==> src/rtl/c3ldc_pkg.sv <==
// Shared types and constants for the 3x3 convolution core.
// Used by the front, queue, back and top-level modules; depends on nothing else.
package c3ldc_pkg;

	// Clamp ceiling of a result pixel.
	localparam logic [7:0] PIX_MAX = 8'd255;

	// Reset values of the geometry registers.
	localparam logic [10:0] WIDTH_RST  = 11'd512;
	localparam logic [11:0] HEIGHT_RST = 12'd512;

	// Depth of the queue between front and back, and its pointer width.
	localparam int QDEPTH = 4;
	localparam int QPTR_W = $clog2(QDEPTH);

	// Configuration register indexes.
	localparam int CFG_IDX_W = 3;
	typedef enum logic [CFG_IDX_W-1:0] {
		REG_COEF_LEFT   = 3'd0,
		REG_COEF_CENTRE = 3'd1,
		REG_COEF_RIGHT  = 3'd2,
		REG_WIDTH       = 3'd3,
		REG_HEIGHT      = 3'd4
	} cfg_reg_t;

	// Input item.
	typedef struct packed {
		logic [7:0] pixel;
		logic       frame_start;
	} pix_t;

	// Result item.
	typedef struct packed {
		logic [7:0] filtered;
		logic       frame_end;
	} res_t;

	// Queue entry: one pixel with its column from the two previous rows.
	typedef struct packed {
		logic [7:0] pixel;
		logic [7:0] above;
		logic [7:0] mid;
		logic       emit;
		logic       frame_end;
	} qent_t;

	// Coefficient registers, one per column offset.
	typedef struct packed {
		logic [23:0] left;
		logic [23:0] centre;
		logic [23:0] right;
	} coef_t;

	// Frame geometry registers as written.
	typedef struct packed {
		logic [10:0] width;
		logic [11:0] height;
	} geom_t;

endpackage

==> src/rtl/c3ldc_back.sv <==
// Back part: 3x3 window, coefficient products, sum and clamp, output register.
// Depends on c3ldc_pkg; drains c3ldc_fifo.
module c3ldc_back #(
	parameter int COEF_BITS = 8
) (
	input  logic              clk,
	input  logic              arst_n,
	input  c3ldc_pkg::coef_t  coef,
	input  logic              q_valid,
	output logic              q_ready,
	input  c3ldc_pkg::qent_t  q_data,
	output logic              res_valid,
	input  logic              res_stall,
	output c3ldc_pkg::res_t   res_data
);

	localparam int CU = (COEF_BITS < 8) ? COEF_BITS : 8;

	logic [7:0]         win_q [9];
	logic [7:0]         win_n [9];
	logic [23:0]        creg  [3];
	logic signed [7:0]  cf    [9];

	logic signed [16:0] prod_s1 [9];
	logic               valid_s1, fend_s1;
	logic signed [18:0] part_s2 [3];
	logic               valid_s2, fend_s2;
	logic signed [20:0] total;
	logic [7:0]         clamped;

	logic               res_valid_q;
	c3ldc_pkg::res_t    res_q;
	logic               adv, pop;

	// The whole back part moves unless a finished result is held.
	assign adv     = !res_valid_q || !res_stall;
	assign q_ready = adv;
	assign pop     = adv && q_valid;

	assign creg[0] = coef.left;
	assign creg[1] = coef.centre;
	assign creg[2] = coef.right;

	// Shifted window, indexed column times three plus row.
	always_comb begin
		for (int k = 0; k < 6; k++) begin
			win_n[k] = win_q[k+3];
		end
		win_n[6] = q_data.above;
		win_n[7] = q_data.mid;
		win_n[8] = q_data.pixel;
	end

	// Coefficients: low CU bits of each byte slot, sign extended.
	always_comb begin
		logic signed [CU-1:0] cs;
		cs = '0;
		for (int col = 0; col < 3; col++) begin
			for (int row = 0; row < 3; row++) begin
				cs = signed'(creg[col][8*row +: CU]);
				cf[col*3+row] = 8'(cs);
			end
		end
	end

	// Final sum of the three row sums and clamp to the pixel range.
	always_comb begin
		total = 21'(part_s2[0]) + 21'(part_s2[1]) + 21'(part_s2[2]);
		if (total > 21'sd255) begin
			clamped = c3ldc_pkg::PIX_MAX;
		end else if (total < 21'sd0) begin
			clamped = 8'd0;
		end else begin
			clamped = total[7:0];
		end
	end

	// Window contents and stage valids.
	always_ff @(posedge clk or negedge arst_n) begin
		if (!arst_n) begin
			for (int k = 0; k < 9; k++) begin
				win_q[k] <= 8'd0;
			end
			valid_s1    <= 1'b0;
			valid_s2    <= 1'b0;
			res_valid_q <= 1'b0;
		end else if (adv) begin
			if (pop) begin
				for (int k = 0; k < 9; k++) begin
					win_q[k] <= win_n[k];
				end
			end
			valid_s1    <= pop && q_data.emit;
			valid_s2    <= valid_s1;
			res_valid_q <= valid_s2;
		end
	end

	// Products, row sums and the result payload.
	always_ff @(posedge clk) begin
		if (adv) begin
			for (int k = 0; k < 9; k++) begin
				prod_s1[k] <= signed'({1'b0, win_n[k]}) * cf[k];
			end
			fend_s1 <= q_data.frame_end;
			for (int row = 0; row < 3; row++) begin
				part_s2[row] <= 19'(prod_s1[row]) + 19'(prod_s1[3+row]) + 19'(prod_s1[6+row]);
			end
			fend_s2            <= fend_s1;
			res_q.filtered     <= clamped;
			res_q.frame_end    <= fend_s2;
		end
	end

	assign res_valid = res_valid_q;
	assign res_data  = res_q;

	// A new result appears only after a summed interior item.
	a_res_origin: assert property (@(posedge clk) disable iff (!arst_n)
		$rose(res_valid_q) |-> $past(valid_s2))
		else $error("back: result without a summed item");

endmodule

==> config.mk <==
export PLATFORM = sky130hd
export DESIGN_NAME = c3ldc_back
export DESIGN_NICKNAME = d
export VERILOG_FILES = /design/src/rtl/c3ldc_pkg.sv /design/src/rtl/c3ldc_back.sv
export SDC_FILE = /design/constraint.sdc
export NUM_CORES = 2
export LEC_CHECK = 0
export BUFFER_PORTS_ARGS = -buffer_cell sky130_fd_sc_hd__buf_2
export CAP_MARGIN = 20
export CORE_MARGIN = 2
export CORE_UTILIZATION = 59
export DETAILED_ROUTE_END_ITERATION = 6
export HOLD_SLACK_MARGIN = 0.08
export PLACE_DENSITY = 0.79
export SYNTH_ARGS = -nofsm -noshare
export SYNTH_HDL_FRONTEND = slang
export SYNTH_SLANG_ARGS = --single-unit
==> constraint.sdc <==
create_clock -name clk -period 8.2 [get_ports clk]
set_clock_uncertainty 0.05 [all_clocks]
set_input_delay 1.64 -clock clk [delete_from_list [all_inputs] [get_ports clk]]
set_output_delay 1.64 -clock clk [all_outputs]
set_load 0.02 [all_outputs]
# [Word level (Yosys, flattened, before mapping)]
# Memory sizes are Yosys's and may differ from the RTL's.
# Index checks and enable logic that the tools add are counted.
[word_totals] wordCells=43 output_inout_bits=11 ram_bits=210 memories=2 reg_bits=62
[memory_table] name="prod_s1" depth=9 width=17 read_ports=9 rd_clocked_by_memory_dff=0 write_ports=9 line="c3ldc_back.sv:24" text="logic signed [16:0] prod_s1 [9];"
[memory_table] name="part_s2" depth=3 width=19 read_ports=3 rd_clocked_by_memory_dff=0 write_ports=3 line="c3ldc_back.sv:26" text="logic signed [18:0] part_s2 [3];"
[classes] reduce_logical=6 n_addsub=8 muxes=3 n_lt_le_gt_ge=2 mul=9
[ops] op="multiplier 9 x 8 -> 17 bit" n=9
[ops] op="adder 18 x 17 -> 19 bit" n=3
[ops] op="adder 17 x 17 -> 18 bit" n=3
[ops] op="adder 20 x 19 -> 21 bit" n=1
[ops] op="greater-than comparator 21 x 9 -> 1 bit (second input constant)" n=1
[ops] op="< comparator 21 x 1 -> 1 bit (second input constant)" n=1
[ops] op="adder 19 x 19 -> 20 bit" n=1
[ops] op="two-way mux 8 bit" n=1
[ops] op="logical AND 1 bit" n=2
[ops] op="zero test 1 bit" n=2
[ops] op="two-way mux 1 bit" n=2
[ops] op="AND reduction 2 bit" n=1
[ops] op="logical OR 1 bit" n=1

# [Logic depth before layout (Yosys ltp)]
[logic_depth] word_depth=4 depth_mapped=21 depth_no_buf=21

# [Worst setup path before layout]
# OpenSTA, ideal clock, no wires.
[synth_timing] kind="input-to-reg" startpoint="in res_stall" endpoint="reg win_q, in the netlist win_n[46]" cell_stages=5 arrival_ps=8072 path_slack_ps=-47 setup_time_ps=125 t_required_ps=8025 cell_sequence="nand2_1 and2_1 clkbuf_1 buf_1 mux2_2"
[synth_via] elab_chain_cells=4
[synth_rtl] element="from (decl)" line="c3ldc_back.sv:13" text="input logic res_stall,"
[synth_rtl] element="zero test 1 bit *" line="c3ldc_back.sv:36" text="assign adv = !res_valid_q || !res_stall;"
[synth_rtl] element="logical OR 1 bit *" line="c3ldc_back.sv:36"
[synth_rtl] element="logical AND 1 bit" line="c3ldc_back.sv:38" text="assign pop = adv && q_valid;"
[synth_rtl] element="AND reduction 2 bit (no source line) *"
[synth_rtl] element="to (signal, indexed assignment)" line="c3ldc_back.sv:90" text="win_q[k] <= win_n[k];"
[synth_rtl] element="to (decl)" line="c3ldc_back.sv:19" text="logic [7:0] win_q [9];"
# Every way passes the cells marked *; elsewhere a longest branch is shown, timed or not.
# A chain may end at the register's enable or synchronous reset.

==> flow_summary.json <==
{
  "drt-initial-drc-count": 1218,
  "die-width_um": 238.9,
  "synth_area_leaders": "fa_1 25%, edfxtp_1 20%, ha_1 18%",
  "crit_chain": "buf_2, clkinv_1, fa_1, fa_1, inv_1, fa_1, inv_1, fa_1, inv_1, ha_1, o21ai_1, a21boi_0, o21ai_0, nand2b_1, a21o_1, a41o_1, o41ai_1, xnor2_1",
  "cp_num_buf_inv": 5,
  "drive_gt1_share_pct": 7.425,
  "hold_slack_ns": 0.3700,
  "fin_util_pct": 64.02,
  "yosys-top-cells-count": "630 x inv_1, 457 x ha_1, 407 x fa_1",
  "cp_slowest_cell": "fa_1",
  "area_growth_pct": 7.913,
  "yosysTopAreaCellShare_pct": 25.03,
  "dpl.hpwl_um": 52430,
  "multi_input_area_um2": 22160,
  "synth_edf_count": 221,
  "grt_pass1_vias": 22419,
  "clk_latency_ns": 0.55,
  "yosysWarnings": 0,
  "grt_pass1_wl_um": 110300,
  "setup_viol": 0,
  "async_flop_share_pct": 18.75,
  "ys_types": 65,
  "worst_pin_slew_ns": 0.9224,
  "clk_pin_slew_ns": 0.05,
  "dr.pass1.iters": 5,
  "syn-cell-area_um2": 32560,
  "slew_headroom_pct": 36.74,
  "crit_top_cell": "fa_1",
  "via_per_inst": 5.410,
  "cts_sinks": 272,
  "fp.dieH_um": 238.9,
  "cts_tree": "done",
  "cts_setup_buffers": 0,
  "synthFlopType": "edfxtp_1",
  "hold_start": "fend_s1",
  "htree_levels": 2,
  "holdPathEnd": "fend_s2",
  "critPathKind": "in2reg",
  "hold_path.class": "reg2reg",
  "dieArea_um2": 57080,
  "rrSetupSlack_ns": 3.26,
  "cp.required_ns": 8.43,
  "r2r-end": "prod_s1[0][84]",
  "synth_seq_area_share_pct": 24.30,
  "rsz0062_at_grt": "no",
  "cp_max_fo": 8,
  "yosysMostFrequentCell": "inv_1",
  "worstPathArrival_ns": 5.85,
  "num_vias": 21738,
  "start_util_pct": 59.33,
  "setup_total_negative_slack_ns": 0,
  "grt_overflow": 0,
  "startpoint_type": "primary input",
  "r2r_cells": 17,
  "synth_seq_cells": 272,
  "wl_per_cell_um": 16.42,
  "finalHoldViolCount": 0,
  "syn_avg_cell_area_um2": 10.28,
  "rows": 86,
  "rr_startpoint": "win_n[37]",
  "cap_violations": 0,
  "path_delay_family": "adder cells",
  "clock.fmax_mhz": 178.0,
  "cts_buffer_depth": 3,
  "cts-root-buf": "clkbuf_16",
  "nets": 4253,
  "end_kind": "flip-flop",
  "numPortBuffers": 112,
  "syn_inst": 3167,
  "place_congestion": 0.8740,
  "antenna_found_initial": 1,
  "drc": 0,
  "synth_nets": 4133,
  "io_pins": 113,
  "post_cts_resized": 0,
  "grt_usage_pct": 24.27,
  "seqCellArea_um2": 7913,
  "numCtsBuffers": 36,
  "hold_buffers": 0,
  "worstHoldPathCells": 0,
  "core_um2": 54880,
  "drt-total-wl_um": 65990,
  "yosys.area.top_type": "fa_1",
  "grt_start_max_net_pins": 108,
  "slowest_delay_ns": 0.56,
  "maxSlewViolCount": 0,
  "min_period_ns": 5.618,
  "fin_crit_sh_pct": 68.52,
  "nFillCells": 4321,
  "antenna_left": 0,
  "outcome": "finished, final reports clean"
}
-- per-layer routing --
layer / share of wire [%] / wire [µm] / up-vias / global-route usage (%)
met4: 2.8 / 1875 / 0 / 7.614
met2: 50 / 32770 / 453 / 41.64
met5: 0 / 0 / - / 0
li1: - / - / 10401 / -
met1: 43 / 28560 / 10775 / 32.71
met3: 4.2 / 2781 / 109 / 2.356
-- layout make-up --
type | count | area share [%]
multi-input combinational | 2230 | 63.07
sequential | 272 | 22.52
inverter | 631 | 6.742
clock buffer | 39 | 2.657
tap | 704 | 2.507
timing repair buffer | 116 | 1.681
clock inverter | 25 | 0.8156
antenna | 1 | 0.007123
-- cells in the final DEF (no fill, tap or decap), types with 49 or more instances in the layout --
cell type / count
buf_2: 112
nand2_1: 223
fa_1: 407
a21oi_1: 68
xnor2_1: 119
ha_1: 457
inv_1: 630
and2_1: 339
edfxtp_1: 221
mux2_2: 49
dfrtp_1: 51
nor2_1: 160
-- how the worst max path moves through the flow --
| stage | start | to | cells after the start |
|---|---|---|---|
| finish | coef[7] | prod_s1[0][118] | 18 |
| global route | coef[48] | prod_s1[0][16] | 21 |
| CTS | coef[7] | prod_s1[0][118] | 18 |
| detailed placement | coef[7] | prod_s1[0][118] | 18 |
| global placement | coef[7] | prod_s1[0][118] | 18 |
| floorplan | res_stall | q_ready | 1 |
-- cell families after synthesis --
kind of cell	after synthesis	share of synthesized area (%)
and+or+nand+nor	890	13.95
adders and majority gates	864	42.59
buffers and inverters	665	7.690
AOI/OAI and AO/OA	279	5.784
DFF	272	24.30
xor gates and xnor gates	146	3.928
muxes	51	1.756
-- per-stage QoR --
| stage | instances | instance area [µm²] | setup slack (ns) |
|---|---|---|---|
| 2_1_floorplan | 3167 | 32560 | 2.169 |
| 5_1_grt | 4018 | 35130 | 2.288 |
| 4_1_cts | 4017 | 35130 | 2.584 |
| 6_report | 4018 | 35130 | 2.582 |
| 3_5_place_dp | 3953 | 33910 | 2.036 |
| 3_3_place_gp | 3953 | 33910 | 2.118 |
-- flip-flops by register name, summed over array words and instances (netlist names) --
name,cells
valid_s1,1
fend_s2,1
fend_s1,1
prod_s1,153
res_valid,1
win_n,48
part_s2,57
valid_s2,1
res_data,9
-- worst reg2reg max path, stage by stage, from the launching register on --
cell     delay, ns
dfrtp_1       0.57
nand2_1       0.14
fa_1          0.54
fa_1          0.55
inv_1         0.06
fa_1          0.47
inv_1         0.05
fa_1          0.47
inv_1         0.04
ha_1          0.29
inv_1         0.08
o21ai_1       0.11
a21o_1        0.19
a21o_1        0.19
a21o_1        0.19
a41o_1        0.25
o41a_1        0.33
xnor2_1       0.14
Power is left out: the tool's default activity adds up to more than one toggle a clock period on the data nets, which glitch-free logic cannot reach.
