<file path="src/rtl/c3ldc_pkg.sv">
// Shared types and constants for the 3x3 convolution core.
// Used by the front, queue, back and top-level modules; depends on nothing else.
package c3ldc_pkg;

	// Clamp ceiling of a result pixel.
	localparam logic [7:0] PIX_MAX = 8'd255;

	// Reset values of the geometry registers.
	localparam logic [10:0] WIDTH_RST  = 11'd512;
	localparam logic [11:0] HEIGHT_RST = 12'd512;

	// Depth of the queue between front and back, and its pointer width.
	localparam int QDEPTH = 4;
	localparam int QPTR_W = $clog2(QDEPTH);

	// Configuration register indexes.
	localparam int CFG_IDX_W = 3;
	typedef enum logic [CFG_IDX_W-1:0] {
		REG_COEF_LEFT   = 3'd0,
		REG_COEF_CENTRE = 3'd1,
		REG_COEF_RIGHT  = 3'd2,
		REG_WIDTH       = 3'd3,
		REG_HEIGHT      = 3'd4
	} cfg_reg_t;

	// Input item.
	typedef struct packed {
		logic [7:0] pixel;
		logic       frame_start;
	} pix_t;

	// Result item.
	typedef struct packed {
		logic [7:0] filtered;
		logic       frame_end;
	} res_t;

	// Queue entry: one pixel with its column from the two previous rows.
	typedef struct packed {
		logic [7:0] pixel;
		logic [7:0] above;
		logic [7:0] mid;
		logic       emit;
		logic       frame_end;
	} qent_t;

	// Coefficient registers, one per column offset.
	typedef struct packed {
		logic [23:0] left;
		logic [23:0] centre;
		logic [23:0] right;
	} coef_t;

	// Frame geometry registers as written.
	typedef struct packed {
		logic [10:0] width;
		logic [11:0] height;
	} geom_t;

endpackage

</file>
<file path="src/rtl/c3ldc_fifo.sv">
// Short queue between the front and back parts of the convolution core.
// Depends on c3ldc_pkg for the entry type and depth.
module c3ldc_fifo (
	input  logic              clk,
	input  logic              arst_n,
	input  logic              push_valid,
	output logic              push_ready,
	input  c3ldc_pkg::qent_t  push_data,
	output logic              pop_valid,
	input  logic              pop_ready,
	output c3ldc_pkg::qent_t  pop_data
);

	localparam int PW = c3ldc_pkg::QPTR_W;

	c3ldc_pkg::qent_t entries [c3ldc_pkg::QDEPTH];
	logic [PW-1:0]    wr_ptr_q, rd_ptr_q;
	logic [PW:0]      count_q;
	logic             push, pop;

	assign push_ready = (count_q != (PW+1)'(c3ldc_pkg::QDEPTH));
	assign pop_valid  = (count_q != '0);
	assign push       = push_valid && push_ready;
	assign pop        = pop_valid && pop_ready;
	assign pop_data   = entries[rd_ptr_q];

	// Pointer and fill count bookkeeping.
	always_ff @(posedge clk or negedge arst_n) begin
		if (!arst_n) begin
			wr_ptr_q <= '0;
			rd_ptr_q <= '0;
			count_q  <= '0;
		end else begin
			if (push) begin
				wr_ptr_q <= (wr_ptr_q == PW'(c3ldc_pkg::QDEPTH - 1)) ? '0 : wr_ptr_q + PW'(1);
			end
			if (pop) begin
				rd_ptr_q <= (rd_ptr_q == PW'(c3ldc_pkg::QDEPTH - 1)) ? '0 : rd_ptr_q + PW'(1);
			end
			if (push && !pop) begin
				count_q <= count_q + (PW+1)'(1);
			end else if (pop && !push) begin
				count_q <= count_q - (PW+1)'(1);
			end
		end
	end

	// Entry storage.
	always_ff @(posedge clk) begin
		if (push) begin
			entries[wr_ptr_q] <= push_data;
		end
	end

	// The fill count never exceeds the depth.
	a_count_max: assert property (@(posedge clk) disable iff (!arst_n)
		count_q <= (PW+1)'(c3ldc_pkg::QDEPTH))
		else $error("fifo: fill count above depth");

	// A lone push grows the count by exactly one.
	a_count_inc: assert property (@(posedge clk) disable iff (!arst_n)
		(push && !pop) |=> (count_q == $past(count_q) + (PW+1)'(1)))
		else $error("fifo: fill count did not follow a push");

endmodule

</file>
<file path="config.mk">
export PLATFORM = sky130hd
export DESIGN_NAME = c3ldc_fifo
export DESIGN_NICKNAME = d
export VERILOG_FILES = /design/src/rtl/c3ldc_pkg.sv /design/src/rtl/c3ldc_fifo.sv
export SDC_FILE = /design/constraint.sdc
export NUM_CORES = 1
export LEC_CHECK = 0
export ABC_CLOCK_PERIOD_IN_PS = 3500
export BUFFER_PORTS_ARGS = -buffer_cell sky130_fd_sc_hd__buf_2
export CORE_MARGIN = 2
export CORE_UTILIZATION = 45
export DETAILED_ROUTE_END_ITERATION = 8
export PLACE_DENSITY = 0.74
export SYNTH_ARGS = -nofsm -noshare
export SYNTH_HDL_FRONTEND = slang
export SYNTH_SLANG_ARGS = --single-unit
</file>
<file path="constraint.sdc">
create_clock -name clk -period 3.5 [get_ports clk]
set_input_delay 0.525 -clock clk [delete_from_list [all_inputs] [get_ports clk]]
set_output_delay 0.525 -clock clk [all_outputs]
set_load 0.02 [all_outputs]
</file>
Yosys cells after proc, flatten, opt, wreduce, memory -nomap -nowiden
Memory sizes are Yosys's and may differ from the RTL's.
Cells that the tools add are included.
Widths: inputs -> output; s select.
{"block": "op_classes", "addsub": 4, "n_mul": 0, "div": 0, "n_lt_le_gt_ge": 0, "eq_ne": 3, "n_shift": 0, "mux": 6, "bitwise": 0, "n_reduce_logical": 8}
{"cell": "$mux 3", "count": 2}
{"cell": "$add 2x1->2 const B", "count": 2}
{"cell": "$eq 2x2->1 const B", "count": 2}
{"cell": "$logic_and 1x1->1", "count": 4}
{"cell": "$mux 2", "count": 2}
{"cell": "$add 3x1->3 const B", "count": 1}
{"cell": "$ne 3x3->1 const B", "count": 1}
{"cell": "$reduce_bool 3->1", "count": 1}
{"cell": "$sub 3x1->3 const B", "count": 1}
{"cell": "$logic_not 1->1", "count": 2}
{"cell": "$mux 1", "count": 2}
{"cell": "$reduce_bool 2->1", "count": 1}
{"block": "word_totals", "ff_bits": 7, "latchBits": 0, "mem_bits_rw": 104, "mem_bits_ro": 0, "inputBits": 30, "out_inout_bits": 28, "memories": 1}
{"memory": "entries", "words": 4, "width": 26, "read_ports": 1, "rd_clocked_by_memory_dff": 0, "write_ports": 1, "line": "c3ldc_fifo.sv:16", "rtl": "c3ldc_pkg::qent_t entries [c3ldc_pkg::QDEPTH];"}

Depth between registers and ports, before layout
Gate-level depths: netlist (run 1).
{"block": "logic_depth", "depth_word": 6, "depth_mapped": 8}

Worst setup path before layout (run 1)
OpenSTA, ideal clock, no wires.
{"block": "synth_path", "kind": "reg2reg", "from": "register count_q[1]", "to": "register count_q[2]", "setup_time_ns": 0.079, "arrival_ns": 1.901, "required_time_ns": 3.421, "slack_ns": 1.520, "path_stages_with_launch": 9, "n_path_buf": 0, "path_cell_list": "dfrtp_1 -> or3_4 -> nand2_2 -> ha_1 -> inv_1 -> fa_1 -> xor2_1 -> nor2_1 -> xor2_1"}
{"block": "synth_via", "elab_chain_cells": 5, "word_cells_on_any_way": 13, "classes_between": "add/sub: 2; eq/ne: 1; mux: 2; reduce/logical: 8"}
{"item": "start, declared", "line": "c3ldc_fifo.sv:18", "rtl": "logic [PW:0] count_q;"}
{"item": "start signal, assigned", "line": "c3ldc_fifo.sv:41", "rtl": "count_q <= count_q + (PW+1)'(1);"}
{"item": "start signal, assigned", "line": "c3ldc_fifo.sv:43", "rtl": "count_q <= count_q - (PW+1)'(1);"}
{"item": "$reduce_bool 3->1 *", "line": "c3ldc_fifo.sv:22", "rtl": "assign pop_valid = (count_q != '0);"}
{"item": "named net pop_valid", "line": "c3ldc_fifo.sv:9", "rtl": "output logic pop_valid,"}
{"item": "$logic_and 1x1->1 *", "line": "c3ldc_fifo.sv:24", "rtl": "assign pop = pop_valid && pop_ready;"}
{"item": "$logic_not 1->1", "line": "c3ldc_fifo.sv:40", "rtl": "if (push && !pop) begin"}
{"item": "$logic_and 1x1->1", "line": "c3ldc_fifo.sv:40"}
{"item": "$mux 3 / $reduce_bool 2->1 (equally long branches)"}
Mark *: on every way through the listed nets, which the timed path passes. The rest lies on a longest branch. The select of a mux whose other input is x is not followed.
A chain may end at the register's enable or synchronous reset.

==> results of run 1 <==
==> cell families (layout without fill, tap and decap cells) <==
family                   Yosys count  in the layout  share of synthesized area
flip-flops                       111            111                      0.778
multiplexers                      31             31                      0.158
AND/OR/NAND/NOR                   11             11                     0.0145
buffers and inverters              9             83                     0.0183
adder cells (fa/ha/maj)            7              7                     0.0224
XOR/XNOR                           3              3                    0.00620
AO/OA/AOI/OAI                      1              1                    0.00265
==> what timing repair did <==
action                                 4_1_cts  5_1_grt
endpoints found under the hold margin        7        0
hold buffers                                 1        0
setup buffers                                0        0
==> synthesized netlist by cell type <==
cell type | n | share of area
mux2_2 | 5 | 0.013
nand2_1 | 1 | 0.00088
ha_1 | 6 | 0.018
xnor2_1 | 1 | 0.0021
xor2_1 | 2 | 0.0041
dfrtp_1 | 7 | 0.041
nor2_1 | 4 | 0.0035
nand2_2 | 1 | 0.0015
mux4_1 | 8 | 0.050
edfxtp_1 | 104 | 0.74
fa_1 | 1 | 0.0047
and2_1 | 4 | 0.0059
mux4_2 | 18 | 0.096
buf_2 | 3 | 0.0035
a21boi_2 | 1 | 0.0027
or3_4 | 1 | 0.0027
buf_6 | 1 | 0.0027
inv_1 | 3 | 0.0027
buf_12 | 2 | 0.0094
==> routing by layer <==
metal  track usage  vias to the layer above  wire length [µm]
met2         0.234                       49              3400
li1              -                      855                 -
met5             0                        -                 0
met1         0.194                      986              3200
met4        0.0437                        0                58
met3        0.0472                        6               334
==> where the power goes <==
part	switching, mW	internal (mW)
Combinational	0.737	0.582
Sequential	0.157	1.76
Clock	0.453	0.347
Total	1.35	2.69
==> layout by cell type, fill, tap and decap left out, types with 3 or more instances in the layout <==
master and count:
buf_4 6, nor2_1 4, mux4_1 8, ha_1 6, mux2_2 5, and2_1 4
clkbuf_8 9, dfrtp_1 6, buf_2 57, mux4_2 18, edfxtp_1 104, inv_1 3
==> cell type report <==
type	count	area, µm²
multi-input cells	53	866
clock buffers	9	124
well taps	111	139
inverters	3	11.3
fillers	717	4330
clock inverters	7	88.8
repair buffers	64	340
flip-flops and latches	111	3300
==> worst paths after layout <==
check / slack (ns) / endpoint / depth (start not counted) / from
min reg2reg: 0.54 / count_q[2]$_DFFE_PN0P_ / 1 / count_q[2]$_DFFE_PN0P_
min: 0.37 / entries[1][13]$_DFFE_PP_ / 1 / push_data[13]
min in group asynchronous: 0.49 / wr_ptr_q[1]$_DFFE_PN0P_ / 2 / arst_n
max reg2reg: 1.35 / entries[0][8]$_DFFE_PP_ / 4 / count_q[0]$_DFFE_PN0P_
max: 0.81 / pop_data[1] / 3 / rd_ptr_q[0]$_DFFE_PN0P_
max in group asynchronous: 2.81 / rd_ptr_q[0]$_DFFE_PN0P_ / 2 / arst_n
==> sequential cells by signal, indices dropped and copies added (netlist names) <==
| name | flops |
|---|---|
| entries | 104 |
| rd_ptr_q | 2 |
| wr_ptr_q | 2 |
| count_q | 3 |
==> worst max-delay path: cells and delay by family (launching register included) <==
kind | cells | cell delay, ns
DFF | 1 | 0.70
muxes | 1 | 0.55
buffers and inverters | 2 | 0.55
==> impl_metrics.json, run 1 <==
{
  "relSlewSlack": 0.572,
  "hold_path_class": "primary input to register",
  "fp-row-count": 35,
  "dieArea_um2": 10200,
  "synthCells": 173,
  "critPathRequiredTime_ns": 2.97,
  "dpl.cell_count": 341,
  "synth_seq_cells": 111,
  "final_cell_count_no_fill": 358,
  "crit_arrival_ns": 2.16,
  "synth_warnings": 0,
  "max_freq_ghz": 0.372,
  "insertion_delay_ns": 0.37,
  "worstMarginPinSlew_ns": 0.641,
  "cts_buffers": 9,
  "critPathLaunchType": "register",
  "grt_max_degree": 21,
  "synth.cell_area_um2": 4240,
  "vias_per_cell": 5.30,
  "crit_type": "register to primary output",
  "skew_ns": 0.0167,
  "die_w_um": 101,
  "nets": 279,
  "finish.utilization": 0.529,
  "end_kind": "primary output",
  "num_io_pins": 58,
  "path_cells": "buf_4 > mux4_2 > buf_2",
  "place_congestion": 0.737,
  "wl_per_cell_um": 19.5,
  "grt_setup_unrepaired": "false",
  "min_period_ns": 2.69,
  "initial_utilization": 0.461,
  "avgSynthCellArea_um2": 24.5,
  "worst-path-max-fanout": 16,
  "setup_viol": 0,
  "dpl_worst_slack_ns": 1.16,
  "area_delta_synth_final_pct": 14.8,
  "dr.first_iter.drc_count": 97,
  "first_global_vias": 2032,
  "p_leak_nw": 1.72,
  "h-tree-depth": 3,
  "clkSlewWorstSetupHoldPaths_ns": 0.11,
  "peakVddDrop_mv": 0.330,
  "drtAntennaViolNets": 0,
  "root_buffer": "clkbuf_8",
  "ys_seq_area_frac": 0.778,
  "p_per_area_nw_per_um2": 829,
  "vias": 1896,
  "synth_cell_types": 19,
  "grt_pass1_wl_um": 10900,
  "drive_gt1_frac": 0.429,
  "slew_viol_final": 0,
  "cap_violations": 0,
  "clk_path_buf_depth": 2,
  "grt_overflow_total": 0,
  "track_usage": 0.147,
  "total_power_mw": 4.04,
  "hold_viol_final": 0,
  "timing.final.ws_setup_ns": 0.810,
  "place_hpwl_um": 4490,
  "synth_nets": 210,
  "cts_tree": "yes",
  "die_y_um": 101,
  "fin_area_um2": 4870,
  "post_cts_resized": 0,
  "place_area_um2": 4650,
  "max_stage_delay_ns": 0.70,
  "cts_sinks": 111,
  "io_buffers": 57,
  "slowest_stage": "dfrtp_2",
  "whs_ns": 0.366,
  "antenna_found_initial": 0,
  "firstDrtPassIters": 6,
  "setup_tns_ns": 0,
  "remaining_drc_errors": 0,
  "post-route-period-util": 0.769,
  "wl_um": 6990,
  "coreArea_um2": 9200,
  "antennaDiodeCount": 0,
  "status": "finished, final reports clean"
}
Power figures use the tool's default switching activity.
==> run 2, diff against run 1 <==
--- a/config.mk
+++ b/config.mk
@@ -5,12 +5,12 @@
 export SDC_FILE = /design/constraint.sdc
 export NUM_CORES = 1
 export LEC_CHECK = 0
-export ABC_CLOCK_PERIOD_IN_PS = 3500
+export ABC_CLOCK_PERIOD_IN_PS = 2400
 export BUFFER_PORTS_ARGS = -buffer_cell sky130_fd_sc_hd__buf_2
 export CORE_MARGIN = 2
 export CORE_UTILIZATION = 45
 export DETAILED_ROUTE_END_ITERATION = 8
-export PLACE_DENSITY = 0.74
+export PLACE_DENSITY = 0.76
 export SYNTH_ARGS = -nofsm -noshare
 export SYNTH_HDL_FRONTEND = slang
 export SYNTH_SLANG_ARGS = --single-unit
==> constraint.sdc (replaced) <==
create_clock -name clk -period 2.4 [get_ports clk]
set_input_delay 0.36 -clock clk [delete_from_list [all_inputs] [get_ports clk]]
set_output_delay 0.36 -clock clk [all_outputs]
set_load 0.02 [all_outputs]
==> impl_metrics.json, run 2 (synthesis gave the netlist of run 1 again) <==
{
  "min_period_ns": 2.28,
  "cts_buffers": 9,
  "timing.final.ws_setup_ns": 0.116,
  "fin_area_um2": 4900,
  "power_frac_comb": 0.350,
  "die_y_um": 101,
  "initial_utilization": 0.461,
  "coreArea_um2": 9200,
  "finish.utilization": 0.533,
  "wl_um": 6950,
  "first_global_vias": 2106,
  "status": "finished, final reports clean",
  "drive_gt1_frac": 0.420,
  "clockPowerShare": 0.177,
  "cap_violations": 0,
  "regMostFlops": "entries",
  "p_sw_frac": 0.322,
  "track_usage": 0.147,
  "vias_per_cell": 5.31,
  "max_freq_ghz": 0.438,
  "dieArea_um2": 10200,
  "largest_reg_flops": 104,
  "h-tree-depth": 3,
  "setup_viol": 0,
  "hold_path_class": "primary input to register",
  "io_buffers": 57,
  "num_io_pins": 58,
  "area_delta_synth_final_pct": 15.5,
  "crit_arrival_ns": 1.92,
  "insertion_delay_ns": 0.35,
  "seq_power_share": 0.474,
  "dr.first_iter.drc_count": 103,
  "final_common_cell": "edfxtp_1",
  "antenna_found_initial": 0,
  "wl_per_cell_um": 19.3,
  "firstDrtPassIters": 4,
  "skew_ns": 0.00895,
  "place_hpwl_um": 4490,
  "place_area_um2": 4710,
  "antennaDiodeCount": 0,
  "cts_tree": "yes",
  "nets": 282,
  "vias": 1918,
  "grt_pass1_wl_um": 11100,
  "worst-path-max-fanout": 17,
  "die_w_um": 101,
  "cts_sinks": 111,
  "grt_max_degree": 24,
  "end_kind": "primary output",
  "place_congestion": 0.755,
  "peakVddDrop_mv": 0.550,
  "critPathLaunchType": "register",
  "hold_viol_final": 0,
  "dpl.cell_count": 344,
  "remaining_drc_errors": 0,
  "total_power_mw": 5.86,
  "critPathRequiredTime_ns": 2.04,
  "whs_ns": 0.224,
  "grt_overflow_total": 0,
  "crit_type": "register to primary output",
  "clk_path_buf_depth": 2,
  "setup_tns_ns": 0,
  "intPower_mw": 3.97,
  "clkSlewWorstSetupHoldPaths_ns": 0.09,
  "layout_common_cells": "edfxtp_1, buf_2, mux4_2, clkbuf_8, mux4_1",
  "dpl_worst_slack_ns": 0.313,
  "p_per_area_nw_per_um2": 1200,
  "fp-row-count": 35,
  "relSlewSlack": 0.755,
  "grt_setup_unrepaired": "false",
  "largest_registers": "entries: 104 flops, count_q: 3 flops",
  "slew_viol_final": 0,
  "p_leak_nw": 1.73,
  "post-route-period-util": 0.952,
  "worstMarginPinSlew_ns": 0.365,
  "root_buffer": "clkbuf_8",
  "fill_cells": 716,
  "switching_power_mw": 1.89,
  "final_cell_count_no_fill": 361,
  "drtAntennaViolNets": 0
}
[run 2: worst paths after layout]
path	cells after the start	from	slack, ns	end
worst max-delay path	3	rd_ptr_q[0]$_DFFE_PN0P_	0.12	pop_data[8]
worst min-delay path	1	push_data[2]	0.22	entries[3][2]$_DFFE_PP_
worst max register to register	8	count_q[0]$_DFFE_PN0P_	0.31	count_q[2]$_DFFE_PN0P_
worst min register to register	1	count_q[2]$_DFFE_PN0P_	0.57	count_q[2]$_DFFE_PN0P_
max in group asynchronous	2	arst_n	1.85	rd_ptr_q[0]$_DFFE_PN0P_
min in group asynchronous	2	arst_n	0.37	count_q[0]$_DFFE_PN0P_
[run 2: repair_timing]
| item | in CTS | in global routing |
|---|---|---|
| endpoints found under the hold margin | 7 | 0 |
| buffers inserted | 0 | 0 |
| hold buffers | 1 | 0 |
| setup endpoints to repair | 0 | 2 |
| gates resized for setup | 0 | 1 |
[run 2: area by class of cell]
type,count,area (µm²),share of cell area
Sequential cell,111,3300,0.674
Clock buffer,12,135,0.0276
Clock inverter,4,46.3,0.00945
Timing Repair Buffer,67,400,0.0817
Tap cell,111,139,0.0283
Inverter,3,11.3,0.00230
Multi-Input combinational cell,53,866,0.177
[run 2: critical path, stage by stage (launching register included)]
cell and delay (ns):
dfrtp_4 0.58, buf_12 0.23, mux4_1 0.58, buf_2 0.18
[run 2: metal layers]
layer,share of wire,global-route usage,vias up,wire length [µm]
met1,0.43,0.188,992,2990
met2,0.51,0.247,53,3570
met3,0.047,0.0416,7,330
li1,-,-,866,-
met4,0.010,0.0457,0,71
met5,0,0,-,0
[run 2: power groups by stage]
stage,clock network (mW),registers [mW],logic [mW]
2_1_floorplan,0,2.71,1.54
3_3_place_gp,0,2.78,2.04
3_5_place_dp,0,2.82,2.07
4_1_cts,1.07,2.78,2.09
5_1_grt,1.14,2.82,2.22
6_report,1.04,2.78,2.05
==> run 3, diff against run 2 <==
--- a/config.mk
+++ b/config.mk
@@ -5,7 +5,7 @@
 export SDC_FILE = /design/constraint.sdc
 export NUM_CORES = 1
 export LEC_CHECK = 0
-export ABC_CLOCK_PERIOD_IN_PS = 2400
+export ABC_CLOCK_PERIOD_IN_PS = 1900
 export BUFFER_PORTS_ARGS = -buffer_cell sky130_fd_sc_hd__buf_2
 export CORE_MARGIN = 2
 export CORE_UTILIZATION = 45
==> constraint.sdc (replaced) <==
create_clock -name clk -period 1.9 [get_ports clk]
set_input_delay 0.285 -clock clk [delete_from_list [all_inputs] [get_ports clk]]
set_output_delay 0.285 -clock clk [all_outputs]
set_load 0.02 [all_outputs]
==> impl_metrics.json, run 3 (synthesis gave the netlist of run 1 again) <==
{
  "dpl.cell_count": 351,
  "root_buffer": "clkbuf_8",
  "insertion_delay_ns": 0.36,
  "firstDrtPassIters": 4,
  "switching_power_mw": 2.47,
  "wl_met2_um": 3290,
  "cts_buffers": 9,
  "final_common_cell": "edfxtp_1",
  "final_cell_count_no_fill": 370,
  "holdPathStages": 1,
  "wl_met3_um": 395,
  "io_buffers": 57,
  "setup_viol": 26,
  "vias": 1936,
  "h-tree-depth": 3,
  "dpl_worst_slack_ns": 0.00388,
  "cts_sinks": 111,
  "fp-row-count": 35,
  "seq_power_share": 0.451,
  "clockPowerShare": 0.168,
  "status": "finished with violations",
  "place_hpwl_um": 4330,
  "antenna_found_initial": 0,
  "antennaDiodeCount": 0,
  "first_global_vias": 2039,
  "grt_pass1_wl_um": 10600,
  "whs_ns": 0.138,
  "grt_overflow_total": 0,
  "relSlewSlack": 0.819,
  "violations": "setup timing",
  "crit_type": "register to primary output",
  "drtAntennaViolNets": 0,
  "p_leak_nw": 1.77,
  "num_io_pins": 58,
  "reg2regPathDepth": 8,
  "regMostFlops": "entries",
  "dieArea_um2": 10200,
  "clkSlewWorstSetupHoldPaths_ns": 0.10,
  "hold_viol_final": 0,
  "track_usage": 0.143,
  "critPathRequiredTime_ns": 1.62,
  "slew_viol_final": 0,
  "p_per_area_nw_per_um2": 1510,
  "timing.final.ws_setup_ns": -0.0794,
  "coreArea_um2": 9200,
  "cap_violations": 0,
  "largest_reg_flops": 104,
  "p_sw_frac": 0.328,
  "nets": 291,
  "layout_common_cells": "edfxtp_1, buf_2, mux4_2, buf_4, clkbuf_8",
  "die_w_um": 101,
  "critPathLaunchType": "register",
  "top_layer": "met4",
  "post-route-period-util": 1.04,
  "die_y_um": 101,
  "largest_registers": "entries: 104 flops, count_q: 3 flops",
  "cts_tree": "yes",
  "worst-path-max-fanout": 16,
  "place_congestion": 0.649,
  "skew_ns": 0.00928,
  "clk_path_buf_depth": 2,
  "routedLengthMet1_um": 2960,
  "crit_arrival_ns": 1.69,
  "wl_per_cell_um": 18.0,
  "grt_max_degree": 27,
  "hold_path_class": "primary input to register",
  "power_frac_comb": 0.381,
  "initial_utilization": 0.461,
  "max_freq_ghz": 0.505,
  "drive_gt1_frac": 0.479,
  "min_period_ns": 1.98,
  "remaining_drc_errors": 0,
  "grt_setup_unrepaired": "true",
  "peakVddDrop_mv": 1.04,
  "intPower_mw": 5.05,
  "end_kind": "primary output",
  "area_delta_synth_final_pct": 17.5,
  "dr.first_iter.drc_count": 115,
  "vias_per_cell": 5.23,
  "wl_um": 6670,
  "worstMarginPinSlew_ns": 0.272
}
-- run 3: cell types whose count changed in the layout (fill, tap and decap cells not counted), sizes merged --
cell and delta:
buf +9, clkinv +1, inv +3, bufinv -1, clkinvlp -1, clkbuf -2
-- run 3: final cells by class --
| cell class | count | area [µm²] |
|---|---|---|
| clock buffer | 10 | 128 |
| tap | 111 | 139 |
| fill | 740 | 4210 |
| inverter | 3 | 11.3 |
| multi-input combinational | 53 | 877 |
| sequential | 111 | 3300 |
| clock inverter | 6 | 51.3 |
| timing repair buffer | 76 | 478 |
-- run 3: worst max-delay path: stages (launching register included) --
cell	delay, ns
dfrtp_2	0.41
buf_12	0.18
mux4_1	0.57
buf_2	0.18
-- run 3: layer usage --
layer,track usage,vias up
met1,0.191,997
li1,-,882
met5,0,-
met3,0.0576,2
met2,0.224,55
met4,0.0343,0
-- run 3: through the flow --
step	utilization	area, µm²	setup TNS [ns]	power (mW)
2_1_floorplan	-	4260	0	5.39
3_3_place_gp	0.520	4780	0	6.24
3_5_place_dp	0.520	4780	0	6.29
4_1_cts	0.541	4980	-1.99	7.61
5_1_grt	0.542	4980	-3.60	7.96
6_report	0.542	4980	-0.974	7.52
-- run 3: repair_timing --
item,CTS,global route
setup endpoints to repair,27,28
pin swaps,4,1
setup buffers,2,0
endpoints found under the hold margin,7,0
hold buffers,1,0
resized for setup,3,5
-- run 3: worst paths after layout --
kind | from | to | slack, ns
setup reg to reg | count_q[0]$_DFFE_PN0P_ | count_q[2]$_DFFE_PN0P_ | 0.03
max in group asynchronous | arst_n | rd_ptr_q[0]$_DFFE_PN0P_ | 1.44
setup / recovery | rd_ptr_q[0]$_DFFE_PN0P_ | pop_data[18] | -0.08
min in group asynchronous | arst_n | count_q[0]$_DFFE_PN0P_ | 0.28
hold / removal | push_data[10] | entries[3][10]$_DFFE_PP_ | 0.14
hold reg to reg | wr_ptr_q[1]$_DFFE_PN0P_ | wr_ptr_q[1]$_DFFE_PN0P_ | 0.58
-- run 3: power by group through the flow --
stage	sequential [mW]	combinational, mW	clock (mW)
6_report	3.39	2.86	1.26
5_1_grt	3.45	3.12	1.40
4_1_cts	3.40	2.90	1.32
3_5_place_dp	3.45	2.84	0
3_3_place_gp	3.42	2.82	0
2_1_floorplan	3.42	1.97	0
